## src/rtl/wrsp_pkg.sv

```systemverilog
// ----------------------------------------------------------------------------
// WAV RIFF stream parser package
// Shared types, codes and constants for the WAV byte-stream parser.
// ----------------------------------------------------------------------------
package wrsp_pkg;

    typedef enum logic [1:0] {
        KIND_FORMAT  = 2'd0,
        KIND_SAMPLE  = 2'd1,
        KIND_FILE_OK = 2'd2,
        KIND_ERROR   = 2'd3
    } t_kind;

    typedef enum logic [2:0] {
        ERR_SHORT      = 3'd0,
        ERR_NOT_RIFF   = 3'd1,
        ERR_SIZE       = 3'd2,
        ERR_NOT_WAVE   = 3'd3,
        ERR_BITS       = 3'd4,
        ERR_DATA_FIRST = 3'd5,
        ERR_NO_FMT     = 3'd6,
        ERR_NO_DATA    = 3'd7
    } t_err;

    typedef enum logic [3:0] {
        PH_RIFF_TAG   = 4'd0,
        PH_RIFF_SIZE  = 4'd1,
        PH_WAVE_TAG   = 4'd2,
        PH_CHUNK_ID   = 4'd3,
        PH_CHUNK_SIZE = 4'd4,
        PH_FMT_BODY   = 4'd5,
        PH_DATA_BODY  = 4'd6,
        PH_SKIP_BODY  = 4'd7,
        PH_IDLE       = 4'd8
    } t_phase;

    localparam logic [31:0] TAG_RIFF      = 32'h4646_4952;
    localparam logic [31:0] TAG_WAVE      = 32'h4556_4157;
    localparam logic [31:0] TAG_FMT       = 32'h2074_6D66;
    localparam logic [31:0] TAG_DATA      = 32'h6174_6164;
    localparam logic [4:0]  TAG_BYTES     = 5'd4;
    localparam logic [4:0]  FMT_BODY_LEN  = 5'd16;
    localparam logic [15:0] BITS_REQUIRED = 16'd16;
    localparam logic [31:0] MIN_FILE_LEN  = 32'd44;
    localparam logic [31:0] COUNT_MAX     = 32'hFFFF_FFFF;

    localparam int QUEUE_DEPTH = 4;
    localparam int QCNT_W      = 3;
    localparam logic [QCNT_W-1:0] QUEUE_ROOM = 3'd2;

    typedef struct packed {
        t_kind              kind;
        logic signed [15:0] sample_value;
        logic [15:0]        channel_index;
        logic [15:0]        channel_count;
        logic [31:0]        rate_of_samples;
        logic [31:0]        rate_of_bytes;
        logic [15:0]        alignment_of_block;
        logic [15:0]        format_tag;
        t_err               error_code;
        logic               last_of_run;
    } t_result;

    typedef struct packed {
        logic    has_a;
        t_result res_a;
        logic    has_b;
        t_result res_b;
    } t_step;

endpackage

```

## src/rtl/wrsp_core.sv

```systemverilog
// ----------------------------------------------------------------------------
// WAV parser core
// Parse state and the per-byte step: tags, sizes, fmt body, samples, checks.
// ----------------------------------------------------------------------------
module wrsp_core (
    input  logic           i_clk,
    input  logic           i_rst_n,
    input  logic           i_fire,
    input  logic [7:0]     i_byte,
    input  logic           i_eof,
    output wrsp_pkg::t_step o_step
);
    import wrsp_pkg::*;

    t_phase       r_phase, n_phase;
    logic [4:0]   r_fbc, n_fbc;
    logic [31:0]  r_tag, n_tag;
    logic [31:0]  r_left, n_left;
    logic [31:0]  r_total, n_total;
    logic [31:0]  r_riff, n_riff;
    logic         r_fmt_seen, n_fmt_seen;
    logic         r_data_seen, n_data_seen;
    logic [127:0] r_fmt, n_fmt;
    logic [7:0]   r_low, n_low;
    logic [15:0]  r_chan, n_chan;
    logic         r_err, n_err;

    logic         a_fail;
    t_err         a_code;
    logic         a_fmt;
    logic         a_samp;

    logic [4:0]   fbc_inc;
    logic [31:0]  tag_dep;
    logic [31:0]  left_dep;
    logic [31:0]  riff_dep;
    logic [31:0]  left_dec;
    logic [16:0]  chan_inc;
    logic [15:0]  chans;

    function automatic logic [31:0] put_byte(input logic [31:0] v, input logic [7:0] b,
                                             input logic [1:0] pos);
        put_byte = v | (32'(b) << {pos, 3'b000});
    endfunction

    assign fbc_inc  = r_fbc + 5'd1;
    assign tag_dep  = put_byte(r_tag, i_byte, r_fbc[1:0]);
    assign left_dep = put_byte(r_left, i_byte, r_fbc[1:0]);
    assign riff_dep = put_byte(r_riff, i_byte, r_fbc[1:0]);
    assign left_dec = r_left - 32'd1;
    assign chans    = r_fmt[31:16];
    assign chan_inc = {1'b0, r_chan} + 17'd1;

    always_comb begin
        logic fmt_done;
        logic chunk_end;
        n_phase     = r_phase;
        n_fbc       = r_fbc;
        n_tag       = r_tag;
        n_left      = r_left;
        n_riff      = r_riff;
        n_fmt_seen  = r_fmt_seen;
        n_data_seen = r_data_seen;
        n_fmt       = r_fmt;
        n_low       = r_low;
        n_chan      = r_chan;
        n_err       = r_err;
        n_total     = (r_total == COUNT_MAX) ? r_total : r_total + 32'd1;
        a_fail      = 1'b0;
        a_code      = ERR_SHORT;
        a_fmt       = 1'b0;
        a_samp      = 1'b0;
        fmt_done    = 1'b0;
        chunk_end   = 1'b0;
        if (!r_err) begin
            unique case (r_phase)
                PH_RIFF_TAG, PH_WAVE_TAG: begin
                    n_tag = tag_dep;
                    n_fbc = fbc_inc;
                    if (fbc_inc == TAG_BYTES) begin
                        n_fbc = '0;
                        n_tag = '0;
                        if (r_phase == PH_RIFF_TAG) begin
                            if (tag_dep != TAG_RIFF) begin
                                a_fail = 1'b1;
                                a_code = ERR_NOT_RIFF;
                            end else begin
                                n_phase = PH_RIFF_SIZE;
                            end
                        end else if (tag_dep != TAG_WAVE) begin
                            a_fail = 1'b1;
                            a_code = ERR_NOT_WAVE;
                        end else begin
                            n_phase = PH_CHUNK_ID;
                        end
                    end
                end
                PH_RIFF_SIZE: begin
                    n_riff = riff_dep;
                    n_fbc  = fbc_inc;
                    if (fbc_inc == TAG_BYTES) begin
                        n_fbc   = '0;
                        n_tag   = '0;
                        n_phase = PH_WAVE_TAG;
                    end
                end
                PH_CHUNK_ID: begin
                    n_tag = tag_dep;
                    n_fbc = fbc_inc;
                    if (fbc_inc == TAG_BYTES) begin
                        n_fbc  = '0;
                        n_left = '0;
                        if (tag_dep == TAG_DATA && !r_fmt_seen) begin
                            a_fail = 1'b1;
                            a_code = ERR_DATA_FIRST;
                        end else begin
                            if (tag_dep == TAG_FMT) begin
                                n_fmt_seen = 1'b1;
                                n_fmt      = '0;
                            end else if (tag_dep == TAG_DATA) begin
                                n_data_seen = 1'b1;
                                n_chan      = '0;
                            end
                            n_phase = PH_CHUNK_SIZE;
                        end
                    end
                end
                PH_CHUNK_SIZE: begin
                    n_left = left_dep;
                    n_fbc  = fbc_inc;
                    if (fbc_inc == TAG_BYTES) begin
                        n_fbc = '0;
                        if (r_tag == TAG_FMT) begin
                            if (left_dep == '0) begin
                                fmt_done  = 1'b1;
                                chunk_end = 1'b1;
                            end else begin
                                n_phase = PH_FMT_BODY;
                            end
                        end else if (left_dep == '0) begin
                            n_phase = PH_CHUNK_ID;
                            n_tag   = '0;
                        end else begin
                            n_phase = (r_tag == TAG_DATA) ? PH_DATA_BODY : PH_SKIP_BODY;
                        end
                    end
                end
                PH_FMT_BODY: begin
                    n_left    = left_dec;
                    chunk_end = (left_dec == '0);
                    if (r_fbc < FMT_BODY_LEN) begin
                        n_fmt[{r_fbc[3:0], 3'b000} +: 8] =
                            r_fmt[{r_fbc[3:0], 3'b000} +: 8] | i_byte;
                        n_fbc = fbc_inc;
                        if (fbc_inc == FMT_BODY_LEN) begin
                            fmt_done = 1'b1;
                        end else if (left_dec == '0) begin
                            n_fbc    = FMT_BODY_LEN;
                            fmt_done = 1'b1;
                        end
                    end
                end
                PH_DATA_BODY: begin
                    if (r_fbc == '0) begin
                        n_low = i_byte;
                        n_fbc = 5'd1;
                    end else begin
                        a_samp = 1'b1;
                        n_chan = (chan_inc >= {1'b0, chans}) ? '0 : chan_inc[15:0];
                        n_fbc  = '0;
                    end
                    n_left = left_dec;
                    if (left_dec == '0) begin
                        n_phase = PH_CHUNK_ID;
                        n_fbc   = '0;
                        n_tag   = '0;
                    end
                end
                PH_SKIP_BODY: begin
                    n_left = left_dec;
                    if (left_dec == '0) begin
                        n_phase = PH_CHUNK_ID;
                        n_fbc   = '0;
                        n_tag   = '0;
                    end
                end
                PH_IDLE: begin
                end
                default: begin
                end
            endcase
            if (fmt_done) begin
                if (n_fmt[127:112] != BITS_REQUIRED) begin
                    a_fail = 1'b1;
                    a_code = ERR_BITS;
                end else begin
                    a_fmt = 1'b1;
                end
            end
            if (chunk_end && !a_fail) begin
                n_phase = PH_CHUNK_ID;
                n_fbc   = '0;
                n_tag   = '0;
            end
            if (a_fail) begin
                n_err   = 1'b1;
                n_phase = PH_IDLE;
            end
        end
    end

    always_comb begin
        t_result ra;
        t_result rb;
        ra = '0;
        rb = '0;
        if (a_fail) begin
            ra.kind       = KIND_ERROR;
            ra.error_code = a_code;
        end else if (a_fmt) begin
            ra.kind               = KIND_FORMAT;
            ra.channel_count      = n_fmt[31:16];
            ra.rate_of_samples    = n_fmt[63:32];
            ra.rate_of_bytes      = n_fmt[95:64];
            ra.alignment_of_block = n_fmt[111:96];
            ra.format_tag         = n_fmt[15:0];
        end else if (a_samp) begin
            ra.kind          = KIND_SAMPLE;
            ra.sample_value  = signed'({i_byte, r_low});
            ra.channel_index = r_chan;
        end
        priority if (n_total < MIN_FILE_LEN) begin
            rb.kind       = KIND_ERROR;
            rb.error_code = ERR_SHORT;
        end else if (n_riff > n_total) begin
            rb.kind       = KIND_ERROR;
            rb.error_code = ERR_SIZE;
        end else if (!(n_phase == PH_CHUNK_ID && n_fbc == '0)) begin
            rb.kind       = KIND_ERROR;
            rb.error_code = ERR_SIZE;
        end else if (!n_fmt_seen) begin
            rb.kind       = KIND_ERROR;
            rb.error_code = ERR_NO_FMT;
        end else if (!n_data_seen) begin
            rb.kind       = KIND_ERROR;
            rb.error_code = ERR_NO_DATA;
        end else begin
            rb.kind = KIND_FILE_OK;
        end
        o_step.has_b       = i_fire && i_eof && !n_err;
        o_step.has_a       = i_fire && (a_fail || a_fmt || a_samp);
        ra.last_of_run     = !o_step.has_b;
        rb.last_of_run     = 1'b1;
        o_step.res_a       = ra;
        o_step.res_b       = rb;
    end

    always_ff @(posedge i_clk) begin
        if (!i_rst_n || (i_fire && i_eof)) begin
            r_phase     <= PH_RIFF_TAG;
            r_fbc       <= '0;
            r_tag       <= '0;
            r_left      <= '0;
            r_total     <= '0;
            r_riff      <= '0;
            r_fmt_seen  <= 1'b0;
            r_data_seen <= 1'b0;
            r_fmt       <= '0;
            r_low       <= '0;
            r_chan      <= '0;
            r_err       <= 1'b0;
        end else if (i_fire) begin
            r_phase     <= n_phase;
            r_fbc       <= n_fbc;
            r_tag       <= n_tag;
            r_left      <= n_left;
            r_total     <= n_total;
            r_riff      <= n_riff;
            r_fmt_seen  <= n_fmt_seen;
            r_data_seen <= n_data_seen;
            r_fmt       <= n_fmt;
            r_low       <= n_low;
            r_chan      <= n_chan;
            r_err       <= n_err;
        end
    end

endmodule

```

## src/rtl/wrsp_queue.sv

```systemverilog
// ----------------------------------------------------------------------------
// WAV parser result queue
// Four-slot shifting queue; takes up to two results per cycle, gives one.
// ----------------------------------------------------------------------------
module wrsp_queue (
    input  logic             i_clk,
    input  logic             i_rst_n,
    input  wrsp_pkg::t_step  i_step,
    input  logic             i_pop,
    output wrsp_pkg::t_result o_head,
    output logic             o_valid,
    output logic             o_room
);
    import wrsp_pkg::*;

    t_result           r_q [QUEUE_DEPTH];
    t_result           n_q [QUEUE_DEPTH];
    logic [QCNT_W-1:0] r_cnt, n_cnt;
    logic [QCNT_W-1:0] base;
    logic [1:0]        idx0;
    logic [1:0]        idx1;
    logic [1:0]        push_n;
    t_result           first;

    assign o_head  = r_q[0];
    assign o_valid = (r_cnt != '0);
    assign o_room  = (r_cnt <= QUEUE_ROOM);
    assign base    = r_cnt - QCNT_W'(i_pop);
    assign idx0    = base[1:0];
    assign idx1    = idx0 + 2'd1;
    assign push_n  = 2'(i_step.has_a) + 2'(i_step.has_b);
    assign first   = i_step.has_a ? i_step.res_a : i_step.res_b;

    always_comb begin
        n_q = r_q;
        if (i_pop) begin
            for (int i = 0; i < QUEUE_DEPTH - 1; i++) begin
                n_q[i] = r_q[i+1];
            end
        end
        if (push_n != 2'd0) begin
            n_q[idx0] = first;
        end
        if (push_n == 2'd2) begin
            n_q[idx1] = i_step.res_b;
        end
        n_cnt = base + QCNT_W'(push_n);
    end

    always_ff @(posedge i_clk) begin
        r_q <= n_q;
    end

    always_ff @(posedge i_clk) begin
        if (!i_rst_n) begin
            r_cnt <= '0;
        end else begin
            r_cnt <= n_cnt;
        end
    end

endmodule

```

## src/rtl/wav_riff_stream_parser_unit.sv

```systemverilog
// ----------------------------------------------------------------------------
// WAV RIFF stream parser
// Byte-serial WAV parser: format info, 16-bit PCM samples, end-of-file status.
// ----------------------------------------------------------------------------
//  channel  direction  handshake           payload
//  in       to block   i_valid / o_ready   i_data_byte, i_end_of_file
//  out      from block o_valid / i_ready   o_kind ... o_last_of_run
//
//  One byte per cycle while the result queue has room; a byte is registered,
//  then stepped through the parser; its results are registered in the queue.
//  A byte with two results (final byte of a file) fills two queue slots.
//  Input stalls only when the four-slot result queue holds more than two.
//  Synchronous active-low reset; the final byte restarts the parser.
// ----------------------------------------------------------------------------
module wav_riff_stream_parser_unit (
    input  logic               i_clk,
    input  logic               i_rst_n,
    input  logic               i_valid,
    output logic               o_ready,
    input  logic [7:0]         i_data_byte,
    input  logic               i_end_of_file,
    output logic               o_valid,
    input  logic               i_ready,
    output logic [1:0]         o_kind,
    output logic signed [15:0] o_sample_value,
    output logic [15:0]        o_channel_index,
    output logic [15:0]        o_channel_count,
    output logic [31:0]        o_rate_of_samples,
    output logic [31:0]        o_rate_of_bytes,
    output logic [15:0]        o_alignment_of_block,
    output logic [15:0]        o_format_tag,
    output logic [2:0]         o_error_code,
    output logic               o_last_of_run
);
    import wrsp_pkg::*;

    logic       r_in_vld;
    logic [7:0] r_in_byte;
    logic       r_in_eof;
    logic       fire;
    logic       room;
    logic       pop;
    t_step      s_step;
    t_result    head;

    assign fire    = r_in_vld && room;
    assign o_ready = !r_in_vld || fire;
    assign pop     = o_valid && i_ready;

    always_ff @(posedge i_clk) begin
        if (!i_rst_n) begin
            r_in_vld <= 1'b0;
        end else if (o_ready) begin
            r_in_vld <= i_valid;
        end
    end

    always_ff @(posedge i_clk) begin
        if (i_valid && o_ready) begin
            r_in_byte <= i_data_byte;
            r_in_eof  <= i_end_of_file;
        end
    end

    wrsp_core u_core (
        .i_clk   (i_clk),
        .i_rst_n (i_rst_n),
        .i_fire  (fire),
        .i_byte  (r_in_byte),
        .i_eof   (r_in_eof),
        .o_step  (s_step)
    );

    wrsp_queue u_queue (
        .i_clk   (i_clk),
        .i_rst_n (i_rst_n),
        .i_step  (s_step),
        .i_pop   (pop),
        .o_head  (head),
        .o_valid (o_valid),
        .o_room  (room)
    );

    assign o_kind               = head.kind;
    assign o_sample_value       = head.sample_value;
    assign o_channel_index      = head.channel_index;
    assign o_channel_count      = head.channel_count;
    assign o_rate_of_samples    = head.rate_of_samples;
    assign o_rate_of_bytes      = head.rate_of_bytes;
    assign o_alignment_of_block = head.alignment_of_block;
    assign o_format_tag         = head.format_tag;
    assign o_error_code         = head.error_code;
    assign o_last_of_run        = head.last_of_run;

`ifndef SYNTH
    a_status_on_eof : assert property (@(posedge i_clk) disable iff (!i_rst_n)
        s_step.has_b |-> (fire && r_in_eof))
        else $error("status transfer without final byte");

    a_single_error : assert property (@(posedge i_clk) disable iff (!i_rst_n)
        (s_step.has_a && s_step.has_b) |-> (s_step.res_a.kind != KIND_ERROR))
        else $error("two results after an error");

    a_result_shown : assert property (@(posedge i_clk) disable iff (!i_rst_n)
        (s_step.has_a || s_step.has_b) |=> o_valid)
        else $error("result lost");
`endif

endmodule
```

## config.mk

```make
export PLATFORM = sky130hd
export DESIGN_NAME = wav_riff_stream_parser_unit
export DESIGN_NICKNAME = d
export VERILOG_FILES = /design/src/rtl/wrsp_pkg.sv /design/src/rtl/wrsp_core.sv /design/src/rtl/wrsp_queue.sv /design/src/rtl/wav_riff_stream_parser_unit.sv
export SDC_FILE = /design/constraint.sdc
export NUM_CORES = 2
export LEC_CHECK = 0
export ABC_AREA = 1
export BUFFER_PORTS_ARGS = -buffer_cell sky130_fd_sc_hd__buf_4
export CORE_ASPECT_RATIO = 0.75
export CORE_MARGIN = 2
export CORE_UTILIZATION = 35
export DETAILED_ROUTE_END_ITERATION = 8
export GPL_ROUTABILITY_DRIVEN = 1
export GPL_TIMING_DRIVEN = 1
export SYNTH_ARGS = -nofsm -noshare
export SYNTH_HDL_FRONTEND = slang
export SYNTH_HIERARCHICAL = 1
export SYNTH_SLANG_ARGS = --single-unit
```

## constraint.sdc

```tcl
create_clock -name i_clk -period 5.28 [get_ports i_clk]
set_input_delay 1.056 -clock i_clk [delete_from_list [all_inputs] [get_ports i_clk]]
set_output_delay 1.056 -clock i_clk [all_outputs]
set_load 0.02 [all_outputs]
```

==> Word-level counts from Yosys, hierarchy flattened <==
Cells that the tools add are included.
{ "word_totals": {"ff_bits": 905, "input_bits": 13, "output_inout_bits": 152, "wordCells": 286} }
{ "classes": {"add_sub_neg": 9, "magnitude_cmp": 9, "eq_ne": 29, "n_shift": 4, "n_mux": 131, "n_bitwise": 7, "reduce_logical": 40} }
{ "ops": {"columns": ["cell", "count"], "rows": [
  ["$bwmux 600", 2],
  ["$mux 600", 2],
  ["$mux 128", 5],
  ["$demux 150 s2", 2],
  ["$mux 150", 3],
  ["$mux 450", 1],
  ["$mux 32", 11],
  ["$pmux 128 s2", 1],
  ["$mux 112", 2],
  ["$pmux 32 s5", 1],
  ["$mux 144", 1],
  ["$bwmux 128", 1],
  ["$shift 8x9->128 const A", 1],
  ["$shiftx 128x8->8", 1],
  ["$shiftx 8x9->128", 1],
  ["$mux 16", 6],
  ["$or 32x32->32", 3],
  ["$pmux 32 s3", 1],
  ["$eq 32x30->1 const B", 2],
  ["$eq 32x31->1 const B", 2],
  ["$logic_not 32->1", 2],
  ["$ne 32x31->1 const B", 2],
  ["$mux 4", 15],
  ["$mux 1", 42],
  ["55 further kinds", 119]
]} }

==> Logic depth before layout (Yosys ltp) <==
{ "depth": {"depth_word": 27, "mapped_depth": 36, "depth_no_buf": 34} }

==> Modules after synthesis <==
Netlist, hierarchy kept.
{ "by_module_without_submodules": {"columns": ["module", "instances", "cells_each", "area_each_um2", "seq_area_each_um2"], "rows": [
  ["wrsp_queue", 1, 6685, 36824.1, 12071.6],
  ["wrsp_core", 1, 4035, 24115.6, 5845.6],
  ["wav_riff_stream_parser_unit", 1, 20, 336.6, 290.3]
]} }

==> Worst setup path before layout <==
OpenSTA, ideal clock, no wires.
{ "synth_timing": {"kind": "register to register", "startpoint": "reg u_core.r_fbc[1]", "endpoint": "reg u_queue.r_q, in the netlist u_queue/o_head[129]", "setup_time_ns": 0.113, "t_arrival_ns": 4.667, "t_required_ns": 5.167, "slack_ns": 0.500, "path_stages_with_launch": 32, "path_buffers": 11, "synth_period_minus_slack_ns": 4.780, "path_cell_list": "dfxtp_1 buf_6 inv_4 buf_6 clkbuf_1 ha_1 clkbuf_1 inv_1 nor2_1 buf_2 nand3_1 nand2_1 nand2_1 nand2_1 nor2_1 nand2_1 nor2_1 nand4_1 clkbuf_1 a31oi_1 buf_2 inv_2 buf_2 buf_2 ha_1 inv_2 nand3_1 buf_2 buf_1 nand3_1 nand3_1 nand2_1"} }
{ "synth_lines": {"columns": ["element", "line_no", "text"], "rows": [
  ["from (decl)", "wrsp_core.sv:16", "logic [4:0] r_fbc, n_fbc;"],
  ["from (signal assigned)", "wrsp_core.sv:274", "r_fbc <= n_fbc;"],
  ["to (signal assigned)", "wrsp_queue.sv:51", "r_q <= n_q;"],
  ["to (decl)", "wrsp_queue.sv:16", "t_result r_q [QUEUE_DEPTH];"]
]} }

==> results.py <==
metrics = {
    "route": {
        "drtIter0Drc": 8286,
        "postRouteAntennaNets": 0,
        "first_pass_iters": 8,
        "drc_errors": 0,
        "routed_via_density": 5.12,
        "vias": 66213,
        "postRouteWirelength_um": 234000,
        "wire_per_inst_um": 18.1,
    },
    "timing": {
        "final.setup.tns_ns": 0,
        "rsz0062_at_grt": "false",
        "slew_viol_final": 0,
        "fmax_mhz": 199,
        "fin_crit_sh_pct": 95.1,
        "skew_ns": 0.0487,
        "relSlewSlack_pct": 15.5,
        "setup_violations": 0,
        "finalHoldViolations": 0,
        "tightest_slew_ns": 1.26,
        "final.min_clock_period_ns": 5.02,
    },
    "floorplanning": {
        "dieHeight_um": 366,
        "fp.dieW_um": 487,
        "rows": 132,
        "fp.dieArea_mm2": 0.178,
        "start_util_pct": 35.4,
        "io_pins": 165,
        "core_region_area_mm2": 0.173,
    },
    "synthesis": {
        "synth_cell_type_count": 61,
        "synth_top_flop_cell": "dfxtp_1",
        "ys_ff_latch": 905,
        "synth.yosys.seq_area_share_pct": 29.7,
        "synth.area.top_cells": "dfxtp_1 29%, nand2_1 28%, inv_1 8.9%",
        "synthSimpleGateAreaFrac_pct": 42.5,
        "synth_compound_gate_area_share_pct": 8.64,
        "synth-warning-count": 6,
        "synthMuxAreaShare_pct": 0,
        "synth_edf_count": 9,
        "synth_top_family_by_area": "simple AND/OR/NAND/NOR gates",
        "synth_fa_ha_area_share_pct": 1.30,
        "synthArstFlopShare_pct": 0,
        "postSynthCellCount": 10740,
        "netlist_area_mm2": 0.0613,
        "yosys.area.top_type_share_pct": 29.3,
        "synth_area_leader_cell": "dfxtp_1",
        "synth_xor_area_share_pct": 0.858,
        "avgSynthCellArea_um2": 5.71,
    },
    "place": {
        "routabilityCongestion": 0.967,
        "dp_hpwl_um": 157000,
        "io_buffer_count": 164,
        "placed_area_mm2": 0.0646,
    },
    "clocking": {
        "cts_buffer_depth": 3,
        "cts_buffers": 104,
        "clkTransAtPathRegs_ns": 0.07,
        "cts_tree": "built",
        "ctsHoldBuffers": 0,
        "cts-root-buf": "clkbuf_16",
        "htreeDepth": 3,
        "clock-sinks": 905,
        "clock_latency_ns": 0.78,
    },
    "critical_path": {
        "start_kind": "flop",
        "r2r_slack_ns": 0.26,
        "worstReg2RegEnd": "u_queue/r_q[43]",
        "path_common_cell": "nand2_1",
        "required_ns": 5.90,
        "r2r_cells": 28,
        "crit_end": "u_queue/r_q[43]",
        "max_stage_delay_ns": 0.53,
        "critPathArrivalTime_ns": 5.64,
        "worstSetupPathType": "reg2reg",
        "startpoint": "u_core/r_fbc[0]",
        "cp_slowest_cell": "ha_1",
        "end_kind": "flop",
        "reg2reg_from": "u_core/r_fbc[0]",
        "crit_fanout": 49,
    },
    "worst_hold_path": {
        "hold_path.class": "reg2reg",
        "hp-start": "u_core/r_riff[1]",
    },
    "status": {
        "status": "complete, no violations",
    },
    "finish": {
        "finalInstanceArea_mm2": 0.0682,
        "area_growth_pct": 11.3,
        "drive_gt1_share_pct": 6.92,
        "layout.nets": 10637,
    },
    "flow_run": {
        "maxCapViolCount": 0,
    },
    "pwr": {
        "powerDensity_mw_per_mm2": 461,
        "vdd_drop_max_mv": 0.754,
        "leakage_nw": 35.2,
    },
    "global_routing": {
        "grt_start_max_net_pins": 212,
        "grt_pass1_wl_um": 361000,
        "grt_use_total_pct": 25.3,
        "antenna_found_initial": 4,
        "grt-ovfl-total": 0,
        "grt_pass1_vias": 60255,
    },
}
## critical path: cells and delay by family (launching register included)
kind / cells / cell delay (ns)
compound gates: 1 / 0.14
fa+ha+maj: 2 / 0.78
buf+inv: 9 / 1.60
flops: 1 / 0.49
simple gates: 16 / 1.78
## area by class of cell
| cell class | count | area (µm²) |
|---|---|---|
| Antenna cell | 2 | 5.00 |
| Sequential cell | 905 | 18200 |
| Clock inverter | 40 | 551 |
| Multi-Input combinational cell | 7593 | 33300 |
| Inverter | 1484 | 5620 |
| Clock buffer | 150 | 2960 |
| Timing Repair Buffer | 473 | 4660 |
| Fill cell | 18689 | 105000 |
| Tap cell | 2278 | 2850 |
## cells in the final DEF, fill, tap and decap left out, drive strengths merged, types with 11 or more instances in the layout
cell type / Yosys / routed
nand2: 4654 / 4654
inv: 1477 / 1481
nand3: 1060 / 1060
dfxtp: 896 / 896
nor2: 561 / 561
buf: 569 / 473
a21oi: 370 / 370
o21ai: 191 / 191
clkbuf: 333 / 150
conb: 2 / 146
o211ai: 130 / 130
nand4: 70 / 70
a22oi: 65 / 65
ha: 62 / 62
nor3: 62 / 62
xor2: 54 / 54
o22ai: 52 / 52
clkinv: 7 / 31
a211oi: 21 / 21
nor4: 18 / 18
o21a: 15 / 15
o31ai: 14 / 14
a31oi: 11 / 11
## kinds of logic (layout without fill, tap and decap cells)
| logic type | Yosys count | count (layout) |
|---|---|---|
| AND/OR/NAND/NOR | 6434 | 6434 |
| buffers and inverters | 2386 | 2147 |
| flip-flops | 905 | 905 |
| AO/OA/AOI/OAI | 890 | 890 |
| adder cells (fa/ha/maj) | 63 | 63 |
| XOR/XNOR | 60 | 60 |
| other | 2 | 148 |
## metal layers
metal,track usage (%),share of wire (%),vias to the layer above
li1,-,-,32252
met5,0,0.015,-
met4,7.32,2.8,6
met1,37.0,46,30511
met2,37.9,42,3040
met3,4.06,9.3,404
## sequential cells by signal, indices dropped and copies added (netlist names)
| register | cells |
|---|---|
| u_core/r_left | 32 |
| u_core/r_fmt_seen | 1 |
| u_core/r_fmt | 128 |
| u_core/r_chan | 16 |
| u_core/r_low | 8 |
| u_core/r_tag | 32 |
| u_core/r_phase | 4 |
| u_core/r_err | 1 |
| u_queue/r_cnt | 3 |
| u_queue/o_head | 150 |
| r_in_eof | 1 |
| u_core/r_fbc | 5 |
| u_core/r_total | 32 |
| r_in_byte | 8 |
| u_queue/r_q | 450 |
| u_core/r_data_seen | 1 |
| r_in_vld | 1 |
| u_core/r_riff | 32 |
## cells in the mapped netlist, types with 5 or more instances
library cell / n
buf_4: 302
clkbuf_1: 333
xnor2_1: 6
a22oi_1: 65
xor2_1: 54
dfxtp_1: 896
nand3_2: 13
nand3_1: 1045
nand4_1: 70
nand2_2: 10
a21oi_1: 369
a211oi_2: 12
buf_6: 11
o21a_1: 15
edfxtp_1: 9
inv_1: 1454
o211ai_1: 130
ha_1: 62
o21ai_0: 189
nor2_2: 12
buf_1: 58
nor2_1: 545
nand2_1: 4642
o31ai_1: 14
nand3b_1: 5
clkinv_1: 6
o22ai_1: 52
buf_2: 198
nor4_1: 18
inv_2: 21
a31oi_1: 11
nor3_1: 59
a211oi_1: 9
## power by group
group,switching [W],internal [W]
combinational,0.00875,0.00461
sequential,0.00123,0.00916
clock,0.00333,0.00435
## stage by stage
step | utilization [%] | power, W | cells | hold WS, ns | setup WS (ns)
after global placement | 37.3 | 0.0234 | 12733 | 0.442 | 0.132
after detailed placement | 37.3 | 0.0237 | 12733 | 0.447 | 0.283
final | 39.4 | 0.0314 | 12925 | 0.456 | 0.261
after floorplan | - | 0.0201 | 10884 | 0.430 | 0.500
after global routing | 39.4 | 0.0337 | 12924 | 0.428 | 0.0175
after CTS | 39.3 | 0.0314 | 12923 | 0.404 | 0.285
## worst min-delay path by stage
stage	endpoint	slack [ns]	cells past startpoint
after detailed placement	u_core/r_riff[27]	0.45	2
after global routing	r_in_byte[0]	0.43	1
after floorplan	u_core/r_low[2]	0.43	2
after global placement	u_core/r_riff[15]	0.44	2
final	u_core/r_riff[1]	0.46	2
after CTS	r_in_eof	0.40	1
## what timing repair did
action	CTS	global route
resized for setup	0	7
setup endpoints to repair	0	37
buffers inserted	0	0
No activity file was read; power rests on OpenSTA's default activity.
